===== src/sv/lpps_pkg.sv =====
// Shared types, constants and helper functions for the lane pure pursuit steering block.
// No dependencies; every other file in sv/ refers to this package by scoped names.
package lpps_pkg;

    localparam int CW             = 40;   // CORDIC datapath width, Q2.30 plus headroom
    localparam int TABLE_LEN      = 24;
    localparam int MAX_POINTS_DEF = 4096;
    localparam int CORDIC_STEPS_DEF = 16;
    localparam int QUEUE_DEPTH    = 2;
    localparam int DIV_STEPS      = 16;
    localparam int CFG_W          = 15;
    localparam int CFG_AW         = 3;
    localparam int CNT_W          = 13;

    localparam logic signed [CW-1:0] ONE_Q30  = CW'(64'sd1073741824);
    localparam logic signed [CW-1:0] KINV_Q30 = CW'(64'sd652032874);

    localparam logic [CFG_AW-1:0] REG_CENTERED = 3'd0;
    localparam logic [CFG_AW-1:0] REG_MICRO    = 3'd1;
    localparam logic [CFG_AW-1:0] REG_GATE2    = 3'd2;
    localparam logic [CFG_AW-1:0] REG_GATE1    = 3'd3;
    localparam logic [CFG_AW-1:0] REG_RATIO    = 3'd4;
    localparam logic [CFG_AW-1:0] REG_GAIN     = 3'd5;

    localparam logic [1:0] USED_NONE = 2'd0;
    localparam logic [1:0] USED_ONE  = 2'd1;
    localparam logic [1:0] USED_TWO  = 2'd2;

    typedef struct packed {
        logic [1:0]         used;
        logic signed [15:0] slope_l;
        logic signed [15:0] slope_r;
        logic [CNT_W-1:0]   cnt_l;
        logic [CNT_W-1:0]   cnt_r;
        logic               near_l;
        logic               near_r;
        logic               neg_b;
    } t_task;

    typedef struct packed {
        logic start;
        logic rotate;
    } t_cordic_cmd;

    typedef enum logic [3:0] {
        S_IDLE, S_MUL1, S_MUL2, S_PREP, S_DIV, S_ATAN1, S_SIN, S_SCALE,
        S_ATAN2, S_GAIN, S_ROUND, S_CORR, S_FIN
    } t_back_state;

    function automatic logic signed [CW-1:0] atan_q30(input logic [4:0] i);
        logic signed [CW-1:0] v;
        unique case (i)
            5'd0:  v = CW'(64'sd843314856);
            5'd1:  v = CW'(64'sd497837829);
            5'd2:  v = CW'(64'sd263043836);
            5'd3:  v = CW'(64'sd133525158);
            5'd4:  v = CW'(64'sd67021686);
            5'd5:  v = CW'(64'sd33543515);
            5'd6:  v = CW'(64'sd16775850);
            5'd7:  v = CW'(64'sd8388437);
            5'd8:  v = CW'(64'sd4194282);
            5'd9:  v = CW'(64'sd2097149);
            5'd10: v = CW'(64'sd1048575);
            5'd11: v = CW'(64'sd524287);
            5'd12: v = CW'(64'sd262143);
            5'd13: v = CW'(64'sd131071);
            5'd14: v = CW'(64'sd65535);
            5'd15: v = CW'(64'sd32767);
            5'd16: v = CW'(64'sd16383);
            5'd17: v = CW'(64'sd8191);
            5'd18: v = CW'(64'sd4095);
            5'd19: v = CW'(64'sd2047);
            5'd20: v = CW'(64'sd1023);
            5'd21: v = CW'(64'sd511);
            5'd22: v = CW'(64'sd255);
            5'd23: v = CW'(64'sd127);
            default: v = '0;
        endcase
        return v;
    endfunction

    // true magnitude of a 16-bit signed value
    function automatic logic [16:0] mag16(input logic signed [15:0] v);
        logic signed [16:0] e;
        e = {v[15], v};
        return e[16] ? 17'(-e) : 17'(e);
    endfunction

    function automatic logic signed [15:0] sat16(input logic signed [CW-1:0] v);
        logic signed [15:0] r;
        if (v > CW'(32767))       r = 16'sh7fff;
        else if (v < -CW'(32768)) r = 16'sh8000;
        else                      r = v[15:0];
        return r;
    endfunction

endpackage


===== src/sv/lpps_front.sv =====
// Front end: classify one input item into a steering task (lines used, left/right, centering).
// Depends on lpps_pkg.
module lpps_front #(
    parameter int MAX_POINTS = lpps_pkg::MAX_POINTS_DEF
) (
    input  logic                          i_valid_a,
    input  logic signed [15:0]            i_slope_a,
    input  logic signed [15:0]            i_intercept_a,
    input  logic [lpps_pkg::CNT_W-1:0]    i_points_a,
    input  logic                          i_valid_b,
    input  logic signed [15:0]            i_slope_b,
    input  logic signed [15:0]            i_intercept_b,
    input  logic [lpps_pkg::CNT_W-1:0]    i_points_b,
    input  logic [lpps_pkg::CFG_W-1:0]    i_centered,
    output lpps_pkg::t_task               o_task
);

    function automatic logic [lpps_pkg::CNT_W-1:0] clamp(input logic [lpps_pkg::CNT_W-1:0] n);
        return (32'(n) > MAX_POINTS) ? lpps_pkg::CNT_W'(MAX_POINTS) : n;
    endfunction

    logic                       has_a, has_b, a_left;
    logic signed [15:0]         b_l, b_r, b_one;
    logic [lpps_pkg::CNT_W-1:0] n_l, n_r;

    always_comb begin
        has_a  = i_valid_a && (i_slope_a != '0);
        has_b  = i_valid_b && (i_slope_b != '0);
        a_left = i_intercept_a > i_intercept_b;
        b_l    = a_left ? i_intercept_a : i_intercept_b;
        b_r    = a_left ? i_intercept_b : i_intercept_a;
        n_l    = clamp(a_left ? i_points_a : i_points_b);
        n_r    = clamp(a_left ? i_points_b : i_points_a);
        b_one  = has_a ? i_intercept_a : i_intercept_b;

        o_task = '0;
        if (has_a && has_b) begin
            o_task.used    = lpps_pkg::USED_TWO;
            o_task.slope_l = a_left ? i_slope_a : i_slope_b;
            o_task.slope_r = a_left ? i_slope_b : i_slope_a;
            // both counts zero: weight the lines equally
            o_task.cnt_l   = (n_l == '0 && n_r == '0) ? lpps_pkg::CNT_W'(1) : n_l;
            o_task.cnt_r   = (n_l == '0 && n_r == '0) ? lpps_pkg::CNT_W'(1) : n_r;
            o_task.near_l  = lpps_pkg::mag16(b_l) < 17'(i_centered);
            o_task.near_r  = lpps_pkg::mag16(b_r) < 17'(i_centered);
        end else if (has_a || has_b) begin
            o_task.used    = lpps_pkg::USED_ONE;
            o_task.slope_l = has_a ? i_slope_a : i_slope_b;
            o_task.near_l  = lpps_pkg::mag16(b_one) < 17'(i_centered);
            o_task.neg_b   = b_one[15];
        end else begin
            o_task.used    = lpps_pkg::USED_NONE;
        end
    end

endmodule


===== config.mk =====
export PLATFORM = sky130hd
export DESIGN_NAME = lpps_front
export DESIGN_NICKNAME = d
export VERILOG_FILES = /design/src/sv/lpps_pkg.sv /design/src/sv/lpps_front.sv
export SDC_FILE = /design/constraint.sdc
export NUM_CORES = 1
export LEC_CHECK = 0
export BUFFER_PORTS_ARGS = -buffer_cell sky130_fd_sc_hd__buf_2
export CELL_PAD_IN_SITES_DETAIL_PLACEMENT = 1
export CELL_PAD_IN_SITES_GLOBAL_PLACEMENT = 1
export CORE_ASPECT_RATIO = 0.75
export CORE_MARGIN = 2
export CORE_UTILIZATION = 36
export DETAILED_ROUTE_END_ITERATION = 8
export PLACE_DENSITY_LB_ADDON = 0.1
export SETUP_SLACK_MARGIN = 0.2
export SYNTH_ARGS = -nofsm -noshare
export SYNTH_HDL_FRONTEND = slang
export SYNTH_SLANG_ARGS = --single-unit
export TNS_END_PERCENT = 10

===== constraint.sdc =====
create_clock -name vclk -period 9.19
set_clock_uncertainty 0.15 [all_clocks]
set_input_delay 1.838 -clock vclk [all_inputs]
set_output_delay 1.838 -clock vclk [all_outputs]
set_load 0.1 [all_outputs]

==> flow_summary.rst <==
.. list-table::
   :header-rows: 1

   * - Metric
     - Value
   * - Yosys cell types
     - 61
   * - Leakage Power
     - 0.00287 uW
   * - Power density normalized to cell area
     - 105 mW/mm^2
   * - Adder-cell area share of the yosys netlist
     - 17.0%
   * - Routability congestion estimate from global placement
     - 0.924
   * - Aggregate global routing overflow
     - 0
   * - Die Outline Area
     - 0.0138 sq mm
   * - Simple-gate area share of the yosys netlist
     - 25.3%
   * - Mean routed wirelength per cell
     - 19.3 um
   * - Post-synthesis compound-gate area fraction
     - 21.6%
   * - Utilization after layout
     - 45.2%
   * - Sequential cell area
     - 0 sq um
   * - Die Ht
     - 102 um
   * - Number of antenna-violating nets in the routed design
     - 0
   * - Xor/xnor cell area share of the yosys netlist
     - 7.93%
   * - Slowest library cell on the worst path
     - sky130_fd_sc_hd__nor4_4
   * - Dominant combinational cell family by area after synthesis
     - simple AND/OR/NAND/NOR gates
   * - Number of inserted filler cells in the final layout
     - 1697
   * - Kind of critical path
     - in2out
   * - Run status
     - completed
   * - Starting density of the core
     - 37.3%
   * - Number of remaining DRC errors
     - 0
   * - Biggest fanout along the worst timing path
     - 7
   * - Final HPWL DP
     - 15.5 mm
   * - Cell taking the most area after synthesis
     - sky130_fd_sc_hd__ha_1
   * - Routed vias
     - 5588
   * - Final setup fails
     - 0
   * - Maximum clock frequency
     - 115 MHz
   * - Via count of the first global-routing pass
     - 5427
   * - Average size of a mapped cell
     - 6.88 sq um
   * - GRT Resource Usage Total
     - 26.0%
   * - Top cells by area in the synthesized netlist
     - sky130_fd_sc_hd__ha_1 (17%), sky130_fd_sc_hd__mux2i_1 (17%), sky130_fd_sc_hd__a21oi_1 (7.6%)
   * - Time the worst path needs with I/O delays and setup
     - 8.67 ns
   * - Detailed Routing Iterations Pass 1
     - 4
   * - Ratio of routed vias to standard cells
     - 5.69
   * - Cell Chain, Critical Path
     - buf_2, inv_1, ha_1, nand4_1, nor4_4, a21bo_1, a221oi_4, or2_4, mux2i_1, ha_2, nand2_1, mux2_4, a21oi_2, xor2_1, ha_1, a21oi_1, nor2b_1, o21ai_0, nand3b_1, nor4_2, buf_12
   * - Total non-filler cell area in the finished layout
     - 0.00562 sq mm
   * - Post-synthesis instance area
     - 0.00464 sq mm
   * - Cell count after synthesis
     - 674
   * - CP required
     - 7.20 ns
   * - Count of pins over their slew limit
     - 0
   * - Largest stage delay, worst path
     - 0.42 ns
   * - Worst EP arrival
     - 6.68 ns
   * - Number of warnings reported in the yosys synthesis log
     - 0
   * - Floorplan row count
     - 35
   * - Floorplan die width
     - 135 um
   * - Number of antenna cells inserted
     - 0
   * - Number of placed I/O pins
     - 170
   * - Global-route wire length before repair
     - 29.1 mm
   * - Top-area cell type share of the netlist area
     - 17.0%
   * - Transition time at the pin with the least slew margin
     - 0.987 ns
   * - Mux share of post-synthesis cell area
     - 19.9%
   * - Final Hold Violating Endpoints
     - 0
   * - Net count after synthesis
     - 844
   * - WP buf/inv
     - 3
   * - Proportion of synthesized chip area in sequential cells
     - 0%
   * - Setup crit end kind
     - output pin
   * - # nets final
     - 988
   * - Flip-flop and latch count
     - 0
   * - Unrepaired setup endpoints after global routing
     - false
   * - Clock tree buffer count of the final layout
     - 0
   * - Detailed Route Iter0 Violations
     - 295
   * - Worst hold path type
     - in2out
   * - Final total negative setup slack
     - 0 ns
   * - Standard cell core area
     - 0.0124 sq mm
   * - Maximum VDD drop
     - 0.0000514 V
   * - Maximum number of pins on one net before global-route repair
     - 84
   * - # Max-Cap Violations
     - 0
   * - Total Wirelength
     - 18.9 mm
   * - Dominant delay contributor by cell family on the critical path
     - simple AND/OR/NAND/NOR gates
   * - Proportion of layout cells with a drive suffix above 1
     - 27.0%
   * - P&R area growth vs syn
     - 21.1%
   * - CP dominant cell by count
     - sky130_fd_sc_hd__ha_1
   * - Relative max-transition margin
     - 34.2%
   * - Post-detailed-placement cell area
     - 0.00558 sq mm
   * - Number of antenna violations at the first check in global routing
     - 0
   * - Buffers on Ports
     - 170
   * - Category of the worst setup path launch point
     - input port
   * - Period utilization
     - 94.3%
## cells in the mapped netlist, types with 5 or more instances
master                     number
sky130_fd_sc_hd__inv_1         37
sky130_fd_sc_hd__nand4_1       15
sky130_fd_sc_hd__a21oi_1       70
sky130_fd_sc_hd__nand2_1       88
sky130_fd_sc_hd__ha_1          63
sky130_fd_sc_hd__o22ai_1       17
sky130_fd_sc_hd__mux2_2         7
sky130_fd_sc_hd__nor2b_1        5
sky130_fd_sc_hd__xnor2_1       27
sky130_fd_sc_hd__nand3_1       13
sky130_fd_sc_hd__nor3_1        13
sky130_fd_sc_hd__a21oi_2       15
sky130_fd_sc_hd__or3_1          5
sky130_fd_sc_hd__clkbuf_1      14
sky130_fd_sc_hd__xor2_1        15
sky130_fd_sc_hd__o21ai_0       16
sky130_fd_sc_hd__mux2i_1       77
sky130_fd_sc_hd__nor2_1        74
sky130_fd_sc_hd__buf_2          8
sky130_fd_sc_hd__nor4_1        20
sky130_fd_sc_hd__a21o_1        13
## power by group
part / switching (uW) / internal [uW] / total (uW) / leakage [uW]
combinational: 402 / 187 / 588 / 0.00287
clock: 0 / 0 / 0 / 0
sequential: 0 / 0 / 0 / 0
## stage by stage
| step | std cells | total power (uW) | setup slack [ns] | hold slack, ns |
|---|---|---|---|---|
| 3_5_place_dp | 981 | 582 | 0.457 | 4.03 |
| 2_1_floorplan | 674 | 447 | -0.0595 | 3.86 |
| 3_3_place_gp | 981 | 567 | 0.634 | 4.02 |
| 4_1_cts | 981 | 584 | 0.445 | 4.03 |
| 6_report | 982 | 588 | 0.523 | 4.03 |
| 5_1_grt | 982 | 635 | 0.206 | 4.05 |
## per-layer routing
layer | part of all wire [%] | track usage, % | vias up
met1 | 48 | 37.8 | 2700
met4 | 0.81 | 2.24 | 0
li1 | - | - | 2720
met3 | 4.4 | 1.34 | 14
met5 | 0 | 0 | -
met2 | 46 | 44.2 | 154
## logic make-up (layout without fill, tap and decap cells)
logic type	Yosys count	count (layout)
fa+ha+maj	63	63
xor+xnor	42	42
buf+inv	74	216
compound gates	157	157
simple gates	250	250
mux	88	88
## layout by cell type, fill, tap and decap left out, drive strengths merged, types with 3 or more instances in the layout
master  synthesis  final
nand3          13     13
or2             4      4
ha             63     63
a211o           3      3
nand2b          3      3
nand4          16     16
nor2           75     75
nor4           21     21
buf            23    178
o31ai           3      3
xnor2          27     27
inv            37     37
xor2           15     15
a21oi          85     85
nor2b           5      5
or3             5      5
mux2i          79     79
nand2          88     88
a21o           13     13
o22ai          17     17
mux2            9      9
o21ai          18     18
nor3           13     13
## path summary, 6_finish.rpt
path	start	endpoint	slack (ns)	cells after the start
max	i_intercept_b[5]	o_task[1]	0.52	21
min	i_points_a[4]	o_task[20]	4.03	4
## layout make-up
| type | count | area, sq um | share of cell area (%) |
|---|---|---|---|
| multi-input combinational | 600 | 4300 | 76.6 |
| timing repair buffer | 179 | 970 | 17.3 |
| inverter | 37 | 139 | 2.47 |
| tap | 166 | 208 | 3.70 |
## timing repair
item	4_1_cts	5_1_grt
setup buffers	0	0
hold buffers	0	0
gates resized for setup	0	5
endpoints found under the setup margin	0	2
Note: power is estimated with default switching activity, not from simulation.
