--- src/sv/lpps_pkg.sv ---
// Shared types, constants and helper functions for the lane pure pursuit steering block.
// No dependencies; every other file in sv/ refers to this package by scoped names.
package lpps_pkg;

    localparam int CW             = 40;   // CORDIC datapath width, Q2.30 plus headroom
    localparam int TABLE_LEN      = 24;
    localparam int MAX_POINTS_DEF = 4096;
    localparam int CORDIC_STEPS_DEF = 16;
    localparam int QUEUE_DEPTH    = 2;
    localparam int DIV_STEPS      = 16;
    localparam int CFG_W          = 15;
    localparam int CFG_AW         = 3;
    localparam int CNT_W          = 13;

    localparam logic signed [CW-1:0] ONE_Q30  = CW'(64'sd1073741824);
    localparam logic signed [CW-1:0] KINV_Q30 = CW'(64'sd652032874);

    localparam logic [CFG_AW-1:0] REG_CENTERED = 3'd0;
    localparam logic [CFG_AW-1:0] REG_MICRO    = 3'd1;
    localparam logic [CFG_AW-1:0] REG_GATE2    = 3'd2;
    localparam logic [CFG_AW-1:0] REG_GATE1    = 3'd3;
    localparam logic [CFG_AW-1:0] REG_RATIO    = 3'd4;
    localparam logic [CFG_AW-1:0] REG_GAIN     = 3'd5;

    localparam logic [1:0] USED_NONE = 2'd0;
    localparam logic [1:0] USED_ONE  = 2'd1;
    localparam logic [1:0] USED_TWO  = 2'd2;

    typedef struct packed {
        logic [1:0]         used;
        logic signed [15:0] slope_l;
        logic signed [15:0] slope_r;
        logic [CNT_W-1:0]   cnt_l;
        logic [CNT_W-1:0]   cnt_r;
        logic               near_l;
        logic               near_r;
        logic               neg_b;
    } t_task;

    typedef struct packed {
        logic start;
        logic rotate;
    } t_cordic_cmd;

    typedef enum logic [3:0] {
        S_IDLE, S_MUL1, S_MUL2, S_PREP, S_DIV, S_ATAN1, S_SIN, S_SCALE,
        S_ATAN2, S_GAIN, S_ROUND, S_CORR, S_FIN
    } t_back_state;

    function automatic logic signed [CW-1:0] atan_q30(input logic [4:0] i);
        logic signed [CW-1:0] v;
        unique case (i)
            5'd0:  v = CW'(64'sd843314856);
            5'd1:  v = CW'(64'sd497837829);
            5'd2:  v = CW'(64'sd263043836);
            5'd3:  v = CW'(64'sd133525158);
            5'd4:  v = CW'(64'sd67021686);
            5'd5:  v = CW'(64'sd33543515);
            5'd6:  v = CW'(64'sd16775850);
            5'd7:  v = CW'(64'sd8388437);
            5'd8:  v = CW'(64'sd4194282);
            5'd9:  v = CW'(64'sd2097149);
            5'd10: v = CW'(64'sd1048575);
            5'd11: v = CW'(64'sd524287);
            5'd12: v = CW'(64'sd262143);
            5'd13: v = CW'(64'sd131071);
            5'd14: v = CW'(64'sd65535);
            5'd15: v = CW'(64'sd32767);
            5'd16: v = CW'(64'sd16383);
            5'd17: v = CW'(64'sd8191);
            5'd18: v = CW'(64'sd4095);
            5'd19: v = CW'(64'sd2047);
            5'd20: v = CW'(64'sd1023);
            5'd21: v = CW'(64'sd511);
            5'd22: v = CW'(64'sd255);
            5'd23: v = CW'(64'sd127);
            default: v = '0;
        endcase
        return v;
    endfunction

    // true magnitude of a 16-bit signed value
    function automatic logic [16:0] mag16(input logic signed [15:0] v);
        logic signed [16:0] e;
        e = {v[15], v};
        return e[16] ? 17'(-e) : 17'(e);
    endfunction

    function automatic logic signed [15:0] sat16(input logic signed [CW-1:0] v);
        logic signed [15:0] r;
        if (v > CW'(32767))       r = 16'sh7fff;
        else if (v < -CW'(32768)) r = 16'sh8000;
        else                      r = v[15:0];
        return r;
    endfunction

endpackage

--- src/sv/lpps_queue.sv ---
// Short task queue between front and back end.
// Depends on lpps_pkg for the task type and depth.
module lpps_queue (
    input  logic            i_clk,
    input  logic            i_rst_n,
    input  logic            i_push,
    input  lpps_pkg::t_task i_data,
    input  logic            i_pop,
    output lpps_pkg::t_task o_data,
    output logic            o_full,
    output logic            o_empty,
    output logic [$clog2(lpps_pkg::QUEUE_DEPTH+1)-1:0] o_level
);

    localparam int PW = $clog2(lpps_pkg::QUEUE_DEPTH);
    localparam int LW = $clog2(lpps_pkg::QUEUE_DEPTH+1);

    lpps_pkg::t_task r_mem [lpps_pkg::QUEUE_DEPTH];
    logic [PW-1:0]   r_wp, r_rp;
    logic [LW-1:0]   r_level;
    logic            do_push, do_pop;

    assign o_full  = (r_level == LW'(lpps_pkg::QUEUE_DEPTH));
    assign o_empty = (r_level == '0);
    assign o_level = r_level;
    assign o_data  = r_mem[r_rp];
    assign do_push = i_push && !o_full;
    assign do_pop  = i_pop && !o_empty;

    always_ff @(posedge i_clk) begin
        if (do_push) r_mem[r_wp] <= i_data;
    end

    always_ff @(posedge i_clk) begin
        if (!i_rst_n) begin
            r_wp    <= '0;
            r_rp    <= '0;
            r_level <= '0;
        end else begin
            if (do_push) r_wp <= (32'(r_wp) == lpps_pkg::QUEUE_DEPTH-1) ? '0 : r_wp + 1'b1;
            if (do_pop)  r_rp <= (32'(r_rp) == lpps_pkg::QUEUE_DEPTH-1) ? '0 : r_rp + 1'b1;
            r_level <= r_level + LW'(do_push) - LW'(do_pop);
        end
    end

endmodule

--- config.mk ---
export PLATFORM = sky130hd
export DESIGN_NAME = lpps_queue
export DESIGN_NICKNAME = d
export VERILOG_FILES = /design/src/sv/lpps_pkg.sv /design/src/sv/lpps_queue.sv
export SDC_FILE = /design/constraint.sdc
export NUM_CORES = 1
export LEC_CHECK = 0
export ABC_AREA = 1
export BUFFER_PORTS_ARGS = -buffer_cell sky130_fd_sc_hd__buf_2
export CORE_ASPECT_RATIO = 1.2
export CORE_MARGIN = 4
export CORE_UTILIZATION = 47
export DETAILED_ROUTE_END_ITERATION = 6
export HOLD_SLACK_MARGIN = 0.03
export PLACE_DENSITY = 0.75
export SYNTH_ARGS = -nofsm -noshare
export SYNTH_HDL_FRONTEND = slang
export SYNTH_SLANG_ARGS = --single-unit
--- constraint.sdc ---
create_clock -name i_clk -period 3.9 [get_ports i_clk]
set_clock_uncertainty 0.15 [all_clocks]
set_input_delay 0.585 -clock i_clk [delete_from_list [all_inputs] [get_ports i_clk]]
set_output_delay 0.585 -clock i_clk [all_outputs]
set_load 0.02 [all_outputs]
==> report_table.html <==
<table>
<tr><th>Metric</th><th>Value</th></tr>
<tr><th colspan="2">Outcome</th></tr>
<tr><td>Outcome</td><td>completed</td></tr>
<tr><th colspan="2">Synth</th></tr>
<tr><td>Sequential fraction of the synthesis area</td><td>0.762</td></tr>
<tr><td>Number of distinct library cells after synthesis</td><td>12</td></tr>
<tr><td>Total of flip-flops plus latches after synthesis</td><td>131</td></tr>
<tr><td>Mean cell area of the mapped netlist</td><td>21.8 µm²</td></tr>
<tr><td>Ranking of synthesized cells by area</td><td>edfxtp_1 74%, mux2_4 18%, buf_12 2.4%</td></tr>
<tr><td>Summed instance area of the synthesized netlist</td><td>0.00510 mm²</td></tr>
<tr><td>Top cell type by total area after synthesis</td><td>edfxtp_1</td></tr>
<tr><td>Count of synthesis-stage warnings from yosys</td><td>0</td></tr>
<tr><td>Gate Count Post-Synth</td><td>234</td></tr>
<tr><td>Net count after synthesis</td><td>303</td></tr>
<tr><td>Area share of the largest cell type after synthesis</td><td>0.742</td></tr>
<tr><th colspan="2">STA</th></tr>
<tr><td>Final-report hold violation count</td><td>0</td></tr>
<tr><td>Max Transition Viols Final</td><td>0</td></tr>
<tr><td>Timing-limited maximum frequency</td><td>349 MHz</td></tr>
<tr><td>Final count of negative-setup-slack endpoints</td><td>0</td></tr>
<tr><td>Actual transition at the worst max-transition pin</td><td>0.848 ns</td></tr>
<tr><td>Total negative slack</td><td>0 ns</td></tr>
<tr><td>Setup repair after global routing missed its margin</td><td>false</td></tr>
<tr><td>Relative max-transition margin</td><td>0.435</td></tr>
<tr><td>Post-layout min period</td><td>between 2 and 3 ns</td></tr>
<tr><td>Final worst-path cycle share</td><td>0.735</td></tr>
<tr><th colspan="2">CTS</th></tr>
<tr><td>Clock sinks</td><td>131</td></tr>
<tr><td>TritonCTS clock tree</td><td>yes</td></tr>
<tr><td>Clock root buffer</td><td>clkbuf_16</td></tr>
<tr><td>Number of buffers created by CTS</td><td>17</td></tr>
<tr><td>Number of hold-repair buffers added at the cts stage</td><td>0</td></tr>
<tr><td>Setup bufs post-CTS</td><td>0</td></tr>
<tr><td>Cts repair resizes</td><td>0</td></tr>
<tr><td>Maximum root-to-sink buffer count</td><td>2</td></tr>
<tr><td>Number of H-tree branching levels</td><td>4</td></tr>
<tr><td>Clock edge transition at the registers on the reported setup and hold paths</td><td>0.06 ns</td></tr>
<tr><td>Clock network latency to the later pin of the worst-skew pair</td><td>~0.4 ns</td></tr>
<tr><th colspan="2">Finish</th></tr>
<tr><td>Count of antenna diodes in the layout</td><td>0</td></tr>
<tr><td>Layout-stage area growth over the synthesis result</td><td>27.2%</td></tr>
<tr><td>Share of post-route cells with drive strength above 1</td><td>0.586</td></tr>
<tr><td>Commonest cells after routing, fill and taps aside</td><td>133 x buf_2, 126 x edfxtp_1, 60 x mux2_4</td></tr>
<tr><td>Combined flip-flop and latch cell area</td><td>around 0.0039 mm²</td></tr>
<tr><td>Total number of nets in the final design</td><td>around 450</td></tr>
<tr><td>Number of non-filler instances in the completed layout</td><td>between 500 and 600</td></tr>
<tr><td>Area occupied by multi-input gates</td><td>about 0.0011 mm²</td></tr>
<tr><td>Total of fill cells in the finished design</td><td>roughly 800</td></tr>
<tr><td>Most common cell after layout, fill and taps aside</td><td>buf_2</td></tr>
<tr><th colspan="2">Hold path</th></tr>
<tr><td>Type of the most critical hold path</td><td>input pin to flop</td></tr>
<tr><th colspan="2">Die</th></tr>
<tr><td>Number of rows created at floorplan</td><td>41</td></tr>
<tr><td>Floorplan die width</td><td>between 100 and 150 µm</td></tr>
<tr><td>Number of top-level pins</td><td>134</td></tr>
<tr><td>Die area</td><td>0.0126 mm²</td></tr>
<tr><td>Core box area</td><td>0.0106 mm²</td></tr>
<tr><td>Initial core utilization</td><td>0.482</td></tr>
<tr><td>Die H</td><td>around 120 µm</td></tr>
<tr><th colspan="2">Setup path</th></tr>
<tr><td>Class of the most critical setup path</td><td>flop to output port</td></tr>
<tr><td>Critical Path Source Type</td><td>flop</td></tr>
<tr><td>Sum of buffers and inverters on the critical path</td><td>2</td></tr>
<tr><td>Data arrival time of the worst path</td><td>about 2.1 ns</td></tr>
<tr><td>Crit path largest cell delay</td><td>0.82 ns</td></tr>
<tr><td>List of cells traversed by the critical path</td><td>buf_4 &gt; mux2_4 &gt; buf_2</td></tr>
<tr><td>Slowest library cell on the worst path</td><td>dfxtp_4</td></tr>
<tr><td>Required time of the critical path</td><td>3.16 ns</td></tr>
<tr><td>Critical path fanouts, max</td><td>40</td></tr>
<tr><td>Critical Path End Type</td><td>output port</td></tr>
<tr><td>Dominant delay contributor by cell family on the critical path</td><td>flip-flops</td></tr>
<tr><th colspan="2">GRT</th></tr>
<tr><td>Aggregate global routing overflow</td><td>0</td></tr>
<tr><td>Number of antenna violations at the first check in global routing</td><td>1</td></tr>
<tr><td>Wire length of the first global-routing pass</td><td>13.0 mm</td></tr>
<tr><td>Global routing usage summed across all routing layers</td><td>0.145</td></tr>
<tr><td>Via count of the first global-routing pass</td><td>2696</td></tr>
<tr><td>Maximum number of pins on one net before global-route repair</td><td>64</td></tr>
<tr><th colspan="2">Routing</th></tr>
<tr><td>1st-pass router iterations</td><td>4</td></tr>
<tr><td>Per-cell via count in the routed design</td><td>4.81</td></tr>
<tr><td>Drt total wl</td><td>slightly below 9 mm</td></tr>
<tr><td>WL per Instance</td><td>approximately 17 µm</td></tr>
<tr><td>Number of DRC markers after the initial detailed-route iteration</td><td>79</td></tr>
<tr><td>Remaining antenna violation count after routing</td><td>0</td></tr>
<tr><td># DRC</td><td>0</td></tr>
<tr><td>Via count of the routed design</td><td>2527</td></tr>
<tr><th colspan="2">Power and ir drop</th></tr>
<tr><td>Final total power</td><td>4770 µW</td></tr>
<tr><td>PwrDens</td><td>roughly 730 mW/mm²</td></tr>
<tr><td>Leak pwr</td><td>0.00262 µW</td></tr>
<tr><td>Max IR drop VDD</td><td>0.000447 V</td></tr>
<tr><th colspan="2">Placed design</th></tr>
<tr><td>Post-detailed-placement half-perimeter wirelength</td><td>slightly below 6 mm</td></tr>
<tr><td>Routability Congestion</td><td>roughly 0.7</td></tr>
<tr><td>Port bufs</td><td>about 130</td></tr>
<tr><td>Instance count after placement with tap cells included</td><td>493</td></tr>
<tr><th colspan="2">Run</th></tr>
<tr><td>Max Cap Viol</td><td>0</td></tr>
</table>
==> report_power, final <==
| group | leakage, µW | internal, µW | switching, µW |
|---|---|---|---|
| sequential | 0.00122 | 1790 | 123 |
| clock | 0.000298 | 1130 | 560 |
| combinational | 0.00110 | 531 | 631 |
==> metal layers <==
| metal | vias to the layer above | global-route usage | wire (µm) |
|---|---|---|---|
| met5 | - | 0 | 9 |
| met4 | 2 | 0.0794 | 242 |
| met3 | 18 | 0.0590 | 634 |
| met2 | 96 | 0.244 | 4610 |
| met1 | 1214 | 0.151 | 3190 |
| li1 | 1197 | - | - |
==> cell usage after synthesis <==
cell      number
mux2_4        60
nand2_1        9
dfxtp_1        5
nand3_1        3
ha_1           2
a21oi_1        2
mux2_2         3
buf_12         6
inv_1          9
edfxtp_1     126
nor2_1         8
buf_6          1
==> cell families (layout without fill, tap and decap cells) <==
logic type                 Yosys count  in the layout  synth area share
AOI/OAI and AO/OA                    2              2           0.00196
buffers and inverters               16            178            0.0324
DFF                                131            131             0.762
muxes                               63             63             0.183
and+or+nand+nor                     20             20            0.0155
adders and majority gates            2              2           0.00491
==> registers in the layout (all words and copies together), names as in the netlist, named ones only <==
register,cells
r_rp,1
r_wp,1
o_level,2
r_mem,126
==> stage by stage <==
step	cell area [µm²]	hold slack, ns	utilization	setup slack (ns)
after floorplan	5100	0.317	-	0.949
after global placement	5850	0.339	0.553	1.43
after detailed placement	5850	0.353	0.553	1.43
after CTS	6490	0.195	0.614	0.975
after global routing	6490	0.187	0.614	0.920
final	6490	0.216	0.614	1.03
==> worst register-to-register path: cells and delay by family, from the launching register on <==
family	cells	cell delay, ns
simple gates	3	0.90
buf+inv	2	0.40
flops	1	0.37
==> area by class of cell <==
| class | count | share of cell area |
|---|---|---|
| sequential | 131 | 0.599 |
| multi-input combinational | 87 | 0.163 |
| timing repair buffer | 137 | 0.109 |
| clock buffer | 18 | 0.0662 |
| clock inverter | 14 | 0.0324 |
| tap | 129 | 0.0249 |
| inverter | 9 | 0.00521 |
==> final timing paths <==
check / startpoint / endpoint / slack (ns) / cells after the start
setup / recovery: flop / o_data[2] / 1.03 / 3
hold / removal: i_data[17] / r_mem[1][17] / 0.22 / 1
setup reg to reg: o_level[0] / r_mem[0][56] / 1.74 / 5
hold reg to reg: r_rp / flop / 0.38 / 2
Power figures use the tool's default switching activity.
